$ cat src/rtl/mlqs_ram.sv
module mlqs_ram #(
  parameter int unsigned W     = 8,
  parameter int unsigned DEPTH = 32
) (
  input  logic                     clk_i,
  input  logic                     we_i,
  input  logic [$clog2(DEPTH)-1:0] waddr_i,
  input  logic [W-1:0]             wdata_i,
  input  logic                     re_i,
  input  logic [$clog2(DEPTH)-1:0] raddr_i,
  output logic [W-1:0]             rdata_o
);

  logic [W-1:0] mem [DEPTH];
  logic [W-1:0] rdata_q;

  always_ff @(posedge clk_i) begin
    if (we_i) begin
      mem[waddr_i] <= wdata_i;
    end
  end

  always_ff @(posedge clk_i) begin
    if (re_i) begin
      rdata_q <= mem[raddr_i];
    end
  end

  assign rdata_o = rdata_q;

endmodule

$ cat config.mk
export PLATFORM = sky130hd
export DESIGN_NAME = mlqs_ram
export DESIGN_NICKNAME = d
export VERILOG_FILES = /design/src/rtl/mlqs_ram.sv
export SDC_FILE = /design/constraint.sdc
export NUM_CORES = 1
export LEC_CHECK = 0
export BUFFER_PORTS_ARGS = -buffer_cell sky130_fd_sc_hd__buf_2
export CAP_MARGIN = 20
export CELL_PAD_IN_SITES_DETAIL_PLACEMENT = 1
export CELL_PAD_IN_SITES_GLOBAL_PLACEMENT = 1
export CORE_MARGIN = 3
export CORE_UTILIZATION = 42
export DETAILED_ROUTE_END_ITERATION = 8
export GPL_TIMING_DRIVEN = 0
export PLACE_DENSITY = 0.74
export SKIP_CTS_REPAIR_TIMING = 1
export SYNTH_ARGS = -nofsm -noshare
export SYNTH_HDL_FRONTEND = slang
export SYNTH_SLANG_ARGS = --single-unit
$ cat constraint.sdc
create_clock -name clk_i -period 3.8 [get_ports clk_i]
set_input_delay 0.76 -clock clk_i [delete_from_list [all_inputs] [get_ports clk_i]]
set_output_delay 0.76 -clock clk_i [all_outputs]
set_load 0.02 [all_outputs]
# Word level (Yosys, flattened, before mapping)
# Memories as Yosys holds them, arrays and structs flattened. A register that Yosys moved wholly into a read port is not among the register bits.
# Cells that the tools add are included.
# word_totals
regBits,0
mem_bits_rw,256
inputBits,21
out_inout_bits,8
wordCells,3
mem_count,1
# classes
mux,2
# mem_list
memory,depth,word_bits,read_ports,rd_clocked_by_memory_dff,write_ports,line,source
mem,32,8,1,1,1,14,logic [W-1:0] mem [DEPTH];
# ops
op,n
1-bit 2-to-1 mux,2

# Longest topological paths before layout
# depth
depth_word,2
depth_mapped,5
mapped_depth_nobuf,3

# Worst setup path before layout
# No wires, ideal clock.
# synth_path
path_type,input-to-reg
start,input port raddr_i[2]
end,"register rdata_q[0], in the netlist rdata_o[0] (read register of mem) (data pin)"
setup_ns,0.260
arrival_ns,2.442
required_ns,3.540
slack_ns,1.098
stages,5
n_path_buf,2
path_cell_list,clkbuf_1 > clkbuf_1 > mux4_2 > mux4_2 > mux2_2
# synth_rtl
element,line,source
start: declaration,10,"input logic [$clog2(DEPTH)-1:0] raddr_i,"
end: declaration,15,logic [W-1:0] rdata_q;

==> impl_metrics.tcl <==
set metrics [dict create \
    first_pass_iters 4 \
    ys_seq_area_share_pct 78.2 \
    clk_pin_slew_ns 0.06 \
    drv_slew 0 \
    synth_area_leader_cell "edfxtp_1" \
    p_per_area_mw_per_mm2 520 \
    wl_per_cell_um 27.0 \
    cp.arrival_ns 3.12 \
    grt_pass1_vias 4803 \
    grt_setup_unrepaired "no" \
    syn_nets 438 \
    wirelength_um 21700 \
    setup_tns_ns 0 \
    clk_path_buf_depth 3 \
    yosysWarnings 0 \
    yosys_register_bits 264 \
    synthToLayoutAreaGrowth_pct 12.7 \
    gp_congestion 0.788 \
    root_buffer "clkbuf_16" \
    rows 56 \
    cts_sinks 264 \
    h-tree-depth 1 \
    synth_area_leaders "edfxtp_1 (78%), mux4_2 (18%), nor2_1 (1.2%)" \
    fp.coreArea_mm2 0.0236 \
    netlist_area_mm2 0.0101 \
    ys_types 14 \
    slew_headroom_pct 39.7 \
    drt-initial-drc-count 440 \
    detailedPlacementHpwl_um 14100 \
    via_count 4440 \
    clkLatencyLatePin_ns 0.51 \
    design_area_mm2 0.0114 \
    drcViolationCount 0 \
    worst-setup-path-type "input port to register" \
    grtUsageTotal_pct 17.2 \
    synth.avg_cell_area_um2 24.3 \
    die-area_mm2 0.0260 \
    worstHoldPathType "input port to register" \
    fill_cells 2063 \
    async_flop_share_pct 0 \
    grt_pass1_wl_um 32800 \
    fmax_mhz 349 \
    antenna_found_initial 1 \
    max_stage_delay_ns 0.65 \
    die_h_um 161 \
    initial_core_util_pct 42.9 \
    required_ns 4.06 \
    cap_violations 0 \
    ir_drop_mv 0.263 \
    placement.io_buffers 23 \
    yosysTopAreaCellShare_pct 78.2 \
    worstMarginPinSlew_ns 0.904 \
    worstSetupStartpointType "input port" \
    cts_buffers 25 \
    hold_viol_final 0 \
    period_share_pct 75.4 \
    cts_tree "built" \
    grt_max_degree 33 \
    finalCriticalPeriod_ns 2.87 \
    antenna_left 0 \
    ys.flop_type "edfxtp_1" \
    setup_viol 0 \
    dpl-instance-area_mm2 0.0106 \
    crit_fanout 10 \
    viasPerCell 5.52 \
    syn_inst 417 \
    status "complete, no violations" \
    slowest_stage "clkbuf_1" \
    clock_skew_ns 0.00536 \
    power.leakage_nw 3.50 \
    drive_above_1_share_pct 32.6 \
    synth_common_cells "edfxtp_1 (264), mux4_2 (80), nor2_1 (33)" \
    fin_nets 488 \
    critPathCaptureType "register" \
    synth_most_common_cell "edfxtp_1" \
    synth-edff-count 264 \
    dieWidth_um 161 \
    n_antenna_cell 0 \
    crit_chain "clkbuf_1 > clkbuf_1 > mux4_2 > mux4_2 > mux2_2" \
    grt_overflow 0 \
    ios 29 \
]
sequential cells by signal (all words and copies together), names as in the netlist:
signal   count
mem        256
rdata_o      8
where the power goes:
part / switching, W / internal [W]
combinational: 0.000187 / 0.000130
clock: 0.00103 / 0.00134
sequential: 0.0000104 / 0.00325
area by class of cell:
class / count / area [um^2] / share of cell area [%]
clock inverters: 18 / 136 / 1.19
clock buffers: 27 / 633 / 5.55
plain buffers: 20 / 106 / 0.932
multi-input cells: 133 / 2100 / 18.4
repair buffers: 23 / 115 / 1.01
well taps: 319 / 399 / 3.50
flip-flops and latches: 264 / 7930 / 69.4
path summary, 6_finish.rpt:
kind	startpoint	to	slack [ns]	depth (start not counted)
hold / removal	re_i	rdata_o[6]	0.59	1
setup / recovery	raddr_i[2]	rdata_o[3]	0.93	5
hold reg to reg	mem[14][1]	rdata_o[1]	1.00	3
setup reg to reg	mem[15][3]	rdata_o[3]	1.81	3
routing by layer:
| layer | routed length [um] | global-route usage, % | part of all wire (%) | up-vias |
|---|---|---|---|---|
| met3 | 1120 | 2.26 | 5.2 | 27 |
| met4 | 371 | 4.15 | 1.7 | 2 |
| met1 | 9240 | 24.5 | 42 | 2409 |
| li1 | - | - | - | 1880 |
| met2 | 11000 | 28.7 | 51 | 122 |
| met5 | 13 | 0 | 0.060 | - |
logic make-up (layout without fill, tap and decap cells):
family	after synthesis	count (layout)	synth area share (%)
muxes	88	88	18.7
DFF	264	264	78.2
buffers and inverters	20	88	1.05
and+or+nand+nor	45	45	2.05
cell usage in the layout (no fill, tap or decap):
cell type / count
edfxtp_1: 264
mux4_2: 80
nor2_1: 33
clkbuf_16: 25
buf_2: 24
clkbuf_1: 8
mux2_2: 8
clkinv_1: 7
clkinv_2: 7
buf_4: 6
buf_1: 6
nand3b_1: 5
or3b_2: 3
nand3_1: 2
bufinv_16: 2
clkinvlp_4: 2
buf_6: 1
nand2_1: 1
or3_1: 1
critical path, delay by kind of cell:
kind,cells,cell delay (ns)
buffers and inverters,2,1.05
multiplexers,3,1.29
metrics by stage:
| step | hold WS, ns | std cells | power (W) | util, % | setup WS [ns] |
|---|---|---|---|---|---|
| floorplan | 0.859 | 417 | 0.00350 | - | 1.10 |
| global placement | 0.988 | 759 | 0.00363 | 45.1 | 0.391 |
| detailed placement | 0.974 | 759 | 0.00364 | 45.1 | 0.361 |
| CTS | 0.579 | 804 | 0.00598 | 48.4 | 0.888 |
| global route | 0.589 | 804 | 0.00613 | 48.4 | 0.865 |
| finish | 0.592 | 804 | 0.00594 | 48.4 | 0.935 |
No activity file was read; power rests on OpenSTA's default activity.
