<file path="src/rtl/mlqs_level_pick.sv">
module mlqs_level_pick #(
  parameter int unsigned LEVELS = 32
) (
  input  logic [LEVELS-1:0]         req_i,
  output logic                      found_o,
  output logic [$clog2(LEVELS)-1:0] idx_o
);

  localparam int unsigned LW = $clog2(LEVELS);

  logic [LEVELS-1:0] lowest;
  logic [LW-1:0]     idx;

  // isolate lowest set bit, then encode the one-hot word
  assign lowest = req_i & (~req_i + LEVELS'(1));

  always_comb begin
    idx = '0;
    for (int i = 0; i < LEVELS; i++) begin
      if (lowest[i]) begin
        idx = idx | LW'(i);
      end
    end
  end

  assign found_o = |req_i;
  assign idx_o   = idx;

endmodule

</file>
<file path="config.mk">
export PLATFORM = sky130hd
export DESIGN_NAME = mlqs_level_pick
export DESIGN_NICKNAME = d
export VERILOG_FILES = /design/src/rtl/mlqs_level_pick.sv
export SDC_FILE = /design/constraint.sdc
export NUM_CORES = 1
export LEC_CHECK = 0
export ABC_AREA = 1
export BUFFER_PORTS_ARGS = -buffer_cell sky130_fd_sc_hd__clkbuf_2
export CAP_MARGIN = 20
export CORE_UTILIZATION = 35
export DETAILED_ROUTE_END_ITERATION = 6
export SLEW_MARGIN = 20
export SYNTH_ARGS = -nofsm -noshare
export SYNTH_HDL_FRONTEND = slang
export SYNTH_SLANG_ARGS = --single-unit
</file>
<file path="constraint.sdc">
create_clock -name vclk -period 1.1
set_input_delay 0 -clock vclk [all_inputs]
set_output_delay 0 -clock vclk [all_outputs]
set_load 0.01 [all_outputs]
</file>
---- Word-level counts from Yosys, hierarchy flattened ----
Index checks and enable logic that the tools add are counted.
operators by class
  reductions and logical operators ........ 1
  muxes and demuxes ....................... 31
  bitwise logic cells ..................... 2
  add/subtract/negate cells ............... 1
operators with widths
  operator                 number
  $mux W5                  16
  $add A32 B1 Y32 const B  1
  $and A32 B32 Y32         1
  $mux W4                  8
  $not A32 Y32             1
  $reduce_or A32 Y1        1
  $mux W3                  4
  $mux W2                  2
  $mux W1                  1
storage, ports and cells
  output and inout bits ................... 6
  logic and storage cells ................. 35
  flip-flop bits (word level) ............. 0

---- Logic depth before layout (Yosys ltp) ----
Gate-level depths: netlist of run 1.
  depth in word-level cells ............... 34
  gate-level depth with buffers ........... 9
  depth with buffers taken out ............ 9

---- Worst setup path before layout of run 1 ----
Ideal clock, no wire load.
  kind .................................... input port to output port
  start ................................... input port req_i[3]
  end ..................................... output port idx_o[4]
  setup slack ............................. 274 ps
  arrival time ............................ 826 ps
  buffers on the path ..................... 0
  data required time ...................... 1100 ps
  stages .................................. 9
  path through ............................ nor2_4 > nand2_4 > nor2_8 > nand2_4 > nor2_4 > o21ai_1 > nand2_1 > nor2_1 > nand3_1
on the way
  word-level cells in the longest chain between the ends .. 19
ends and longest elaborated chain
  element                 RTL line  source
  start: declaration      4         input logic [LEVELS-1:0] req_i,
  $not A32 Y32 (*)        15        assign lowest = req_i & (~req_i + LEVELS'(1));
  $add A32 B1 Y32 (*)     15
  $and A32 B32 Y32 (*)    15
  $mux W5 (15 in series)  20        if (lowest[i]) begin
  $mux W5 (*)             20
  end: declaration        6         output logic [$clog2(LEVELS)-1:0] idx_o
Every way passes the cells marked *; elsewhere a longest branch is shown, timed or not.

---- Final worst setup path of run 1 ----
  start ................................... input port req_i[21]
  end ..................................... output port idx_o[4]
on the way
  word-level cells in the longest chain between the ends .. 14
ends and longest elaborated chain
  element                 RTL line
  $not A32 Y32            15
  $add A32 B1 Y32         15
  $and A32 B32 Y32 (*)    15
  $mux W5 (10 in series)  20
  $mux W5 (*)             20
Marks and branches as above.

==> out/qor.txt, run 1 <==
Port-buffer cells: 38
Total gr overflow: 0
Drt first pass iters: 4
Cells after DPL: 282
Unrepaired setup endpoints after global routing: yes
CP Max Fanout: 4
Max_cap viols: 0
Seq_cells: 0
Worst-Margin Slew: 0.255 ns
Final GP Congestion: 0.937
CP endpoint kind: output pin
Pwr per Cell Area: 220 mW/mm^2
Drt total wl: 3.30 mm
Via count: 1459
Comb pwr share: 100.0%
Crit-path max cell delay: 0.19 ns
Slew Limit Headroom: 82.8%
Initial antenna violation count: 0
Cell Chain, Critical Path: clkbuf_2 -> nor2_2 -> nand2_1 -> nor2_1 -> nand4_1 -> nand2_1 -> nor2_4 -> nand3_2 -> buf_6
GRT Total Usage: 23.1%
Fin crit share: 105%
CP Launch Type: input pin
Final Non-Filler Cells: 285
Synth-to-layout area growth: 69.8%
Maximum vdd ir drop: 141 uV
Cell repeated most along the worst path: nand2_1
Core Region: 0.00245 mm^2
Worst min path class: in -> out
Initial core utilization: 36.7%
Post-DR wirelength/cell: 11.6 um
# IOs: 38
Failing checks: negative setup slack
Pins Over Slew Limit: 0
Critical-path top delay cell: nor2_2
Largest net degree at the start of global routing: 7
Critical path arrival: 1.15 ns
Register area share after synthesis: 0%
Die area: 0.00278 mm^2
Hold Vio Cnt, Final: 0
Final setup fails: 5
Status: complete, but fails checks
Fmax: 868 MHz
Internal: 160 uW
Synthesized area: 902 um^2
Nets: 289
FF+latch area: 0 um^2
Psw: 177 uW
Sw Ratio: 52.6%
Lkg Pwr: 0.000843 uW
Die Y-Extent: 52.8 um
Kind of critical path: in -> out
1st-iter DRT viols: 53
Commonest non-fill, non-tap cell in the layout: nand2_1
CP required: 1.10 ns
Setup WS post-layout: -0.0518 ns
Clock share of power: 0%
Most frequent cells in the layout: nand2_1 (46), nor2_1 (39), clkbuf_2 (29)
Final min period: 1.15 ns
Layout cells sized above 1: 47.1%
Post-DP HPWL: 2.59 mm
Hold Buf Count CTS: 0
Total power: 337 uW
Sequential power share: 0%
Die Span X: 52.8 um
First-pass GRT wire length: 4.93 mm
Row Count: 18
Setup TNS Final: -0.194 ns
DRC Markers: 0
Vias in the first global route: 1180
Clock Buffer Count: 0
Via density: 5.12
Synth Instances: 188
FILL cells: 237
Routed Antenna Nets: 0
N_diodes: 0
Syn_area_per_cell: 4.80 um^2
Distinct cells, synth: 19
Yosys warnings: 0
Syn nets: 220
==> through the flow <==
stage | setup WS [ns] | area, um^2 | util [%] | hold WS (ns)
after detailed placement | -0.0706 | 1330 | 54.0 | 0.321
after CTS | -0.0531 | 1390 | 56.6 | 0.323
after floorplan | 0.274 | 902 | - | 0.135
final | -0.0518 | 1530 | 62.4 | 0.312
after global placement | -0.0802 | 1330 | 54.0 | 0.326
after global routing | -0.131 | 1530 | 62.4 | 0.349
==> layout make-up <==
class              count  area (um^2)  share of cell area (%)
well taps             30         37.5                    2.45
repair buffers        66          448                    29.2
inverters             17         63.8                    4.17
multi-input cells    172          982                    64.1
==> kinds of logic after synthesis <==
family / Yosys count / share of synthesized area (%)
buffers and inverters: 17 / 7.07
AOI/OAI and AO/OA: 5 / 3.05
and+or+nand+nor: 166 / 89.9
==> repair_timing <==
item,in CTS,in global routing
endpoints found under the setup margin,5,6
gates resized for setup,13,46
endpoints found under the hold margin,0,0
pin swaps,7,21
buffers inserted,1,1
gates cloned,1,0
==> synth_stat cells <==
library cell	number	area, um^2
nor2_4	6	67.6
a21boi_0	1	7.51
nand2_1	51	191
nand3b_1	2	15.0
and2_4	1	8.76
o21ai_1	1	5.00
nand2_2	4	25.0
nand3_2	3	30.0
nand2_4	2	22.5
nor2_2	6	37.5
inv_2	2	7.51
o21ai_0	2	10.0
nand3_1	19	95.1
nand4_1	11	68.8
a21oi_1	1	5.00
nor3_1	3	15.0
inv_1	15	56.3
nor2_1	57	214
nor2_8	1	20.0
==> routing by layer <==
layer | share of wire [%] | global-route usage (%) | vias to the layer above
met5 | 0 | 0 | -
met3 | 6.6 | 0.580 | 8
met1 | 47 | 35.2 | 638
li1 | - | - | 742
met2 | 46 | 35.7 | 71
met4 | 1.1 | 3.95 | 0
==> worst paths after layout <==
| kind | startpoint | to | slack, ns | cells past startpoint |
|---|---|---|---|---|
| worst max-delay path | req_i[21] | idx_o[4] | -0.05 | 9 |
| worst min-delay path | req_i[31] | found_o | 0.31 | 4 |
==> power groups by stage <==
| stage | Clock [uW] | Combinational [uW] | Sequential, uW |
|---|---|---|---|
| global route | 0 | 365 | 0 |
| global placement | 0 | 285 | 0 |
| CTS | 0 | 301 | 0 |
| detailed placement | 0 | 284 | 0 |
| finish | 0 | 337 | 0 |
| floorplan | 0 | 104 | 0 |
==> worst max-delay path: cells and delay by family <==
kind,cells,cell delay (ns)
buffers and inverters,2,0.22
and+or+nand+nor,7,0.94
No activity file was read; power rests on OpenSTA's default activity.
==> run 2: changes to the inputs <==
SETUP_SLACK_MARGIN = 0.5   (was default)
==> out/qor.txt, run 2 (synthesized netlist as in run 1, its figures left out) <==
Status: complete, but fails checks
Failing checks: negative setup slack
Post-DR wirelength/cell: 11.6 um
WP depth: 11
Drt first pass iters: 4
Synth-to-layout area growth: 64.9%
Final setup fails: 5
Kind of critical path: in -> out
Hold Buf Count CTS: 0
Row Count: 18
GRT Total Usage: 24.4%
Most frequent cells in the layout: nand2_1 (47), nor2_1 (42), clkbuf_2 (31)
Cell Chain, Critical Path: buf_8 -> nor2_4 -> nand2_4 -> buf_6 -> nor2_4 -> buf_4 -> nand3_1 -> nand2_1 -> nor2_1 -> nand3_1 -> buf_2
Die area: 0.00278 mm^2
Slew Limit Headroom: 80.0%
Design area: 0.00149 mm^2
Hold Vio Cnt, Final: 0
Crit-path max cell delay: 0.18 ns
Maximum vdd ir drop: 176 uV
Routed Antenna Nets: 0
Layout cells sized above 1: 44.7%
Nets: 287
Commonest non-fill, non-tap cell in the layout: nand2_1
Drt total wl: 3.27 mm
N_diodes: 0
Initial antenna violation count: 0
Max_cap viols: 0
Critical-path top delay cell: nor2_4
Via count: 1442
Fin crit share: 109%
CP endpoint kind: output pin
First-pass GRT wire length: 5.26 mm
Final GP Congestion: 0.933
Total gr overflow: 0
CP required: 1.10 ns
Port-buffer cells: 38
FF+latch area: 0 um^2
Unrepaired setup endpoints after global routing: yes
Crit-path leading delay family: simple AND/OR/NAND/NOR gates
Critical path capture point: idx_o[4]
Vias in the first global route: 1209
# IOs: 38
Largest net degree at the start of global routing: 7
Die Y-Extent: 52.8 um
FILL cells: 268
DRC Markers: 0
Via density: 5.10
Worst-Margin Slew: 0.298 ns
Fmax: 831 MHz
CP Max Fanout: 5
Crit path from: req_i[5]
Post-DP Area: 0.00131 mm^2
Pins Over Slew Limit: 0
Clock Buffer Count: 0
Seq_cells: 0
Post-DP HPWL: 2.61 mm
Lkg Pwr: 0.000813 uW
Final hold slack: 0.329 ns
Initial core utilization: 36.7%
Pwr per Cell Area: 218 mW/mm^2
Worst min path class: in -> out
Critical path arrival: 1.20 ns
Final min period: 1.20 ns
1st-iter DRT viols: 42
Buffers and inverters on the worst path: 4
Setup WS post-layout: -0.103 ns
Die Span X: 52.8 um
Core Region: 0.00245 mm^2
CP Launch Type: input pin
run 2: cell types whose count changed in the layout (fill, tap and decap cells not counted), sizes merged:
cell	before	now
buf	36	32
clkbuf	30	32
run 2: repair_timing:
item                       in CTS  in global routing
cloned                          1                  0
resized for setup               9                 35
setup endpoints to repair       6                  6
pin swaps                      12                 13
setup buffers                   2                  1
run 2: final cells by class:
class	instances	area [um^2]	area share, %
multi-input combinational	172	947	63.7
timing repair buffer	64	439	29.5
inverter	17	63.8	4.29
tap	30	37.5	2.52
run 2: stage by stage:
| stage | util (%) | setup WS (ns) | TNS [ns] | total power [uW] | instances |
|---|---|---|---|---|---|
| after floorplan | - | 0.275 | 0 | 105 | 188 |
| after global placement | 53.3 | -0.103 | -0.440 | 277 | 279 |
| final | 60.6 | -0.103 | -0.316 | 325 | 283 |
| after CTS | 56.4 | -0.0603 | -0.252 | 293 | 282 |
| after global routing | 60.6 | -0.163 | -0.745 | 356 | 283 |
| after detailed placement | 53.3 | -0.0890 | -0.379 | 276 | 279 |
run 2: how the worst min path moves through the flow:
stage	from	slack, ns	cells past startpoint	to
after floorplan	req_i[31]	0.14	2	found_o
after global placement	req_i[31]	0.33	4	found_o
after detailed placement	req_i[31]	0.33	4	found_o
after CTS	req_i[31]	0.33	4	found_o
after global routing	req_i[31]	0.37	4	found_o
final	req_i[31]	0.33	4	found_o
run 2: power by group:
group	switching [uW]	internal, uW	leakage [uW]
logic	173	151	0.000813
clock network	0	0	0
registers	0	0	0
total	173	151	0.000813
run 2: tightest hold or removal path: stages:
cell	delay, ns
clkbuf_2	0.09
nor2_1	0.04
nand4_1	0.07
clkbuf_2	0.12
run 2: routing by layer:
metal  global-route usage (%)  vias up  part of all wire (%)
li1                         -      742                     -
met1                     39.1      644                    47
met2                     37.8       54                    47
met3                        0        2                   6.2
met4                        0        0                  0.18
met5                        0        -                     0
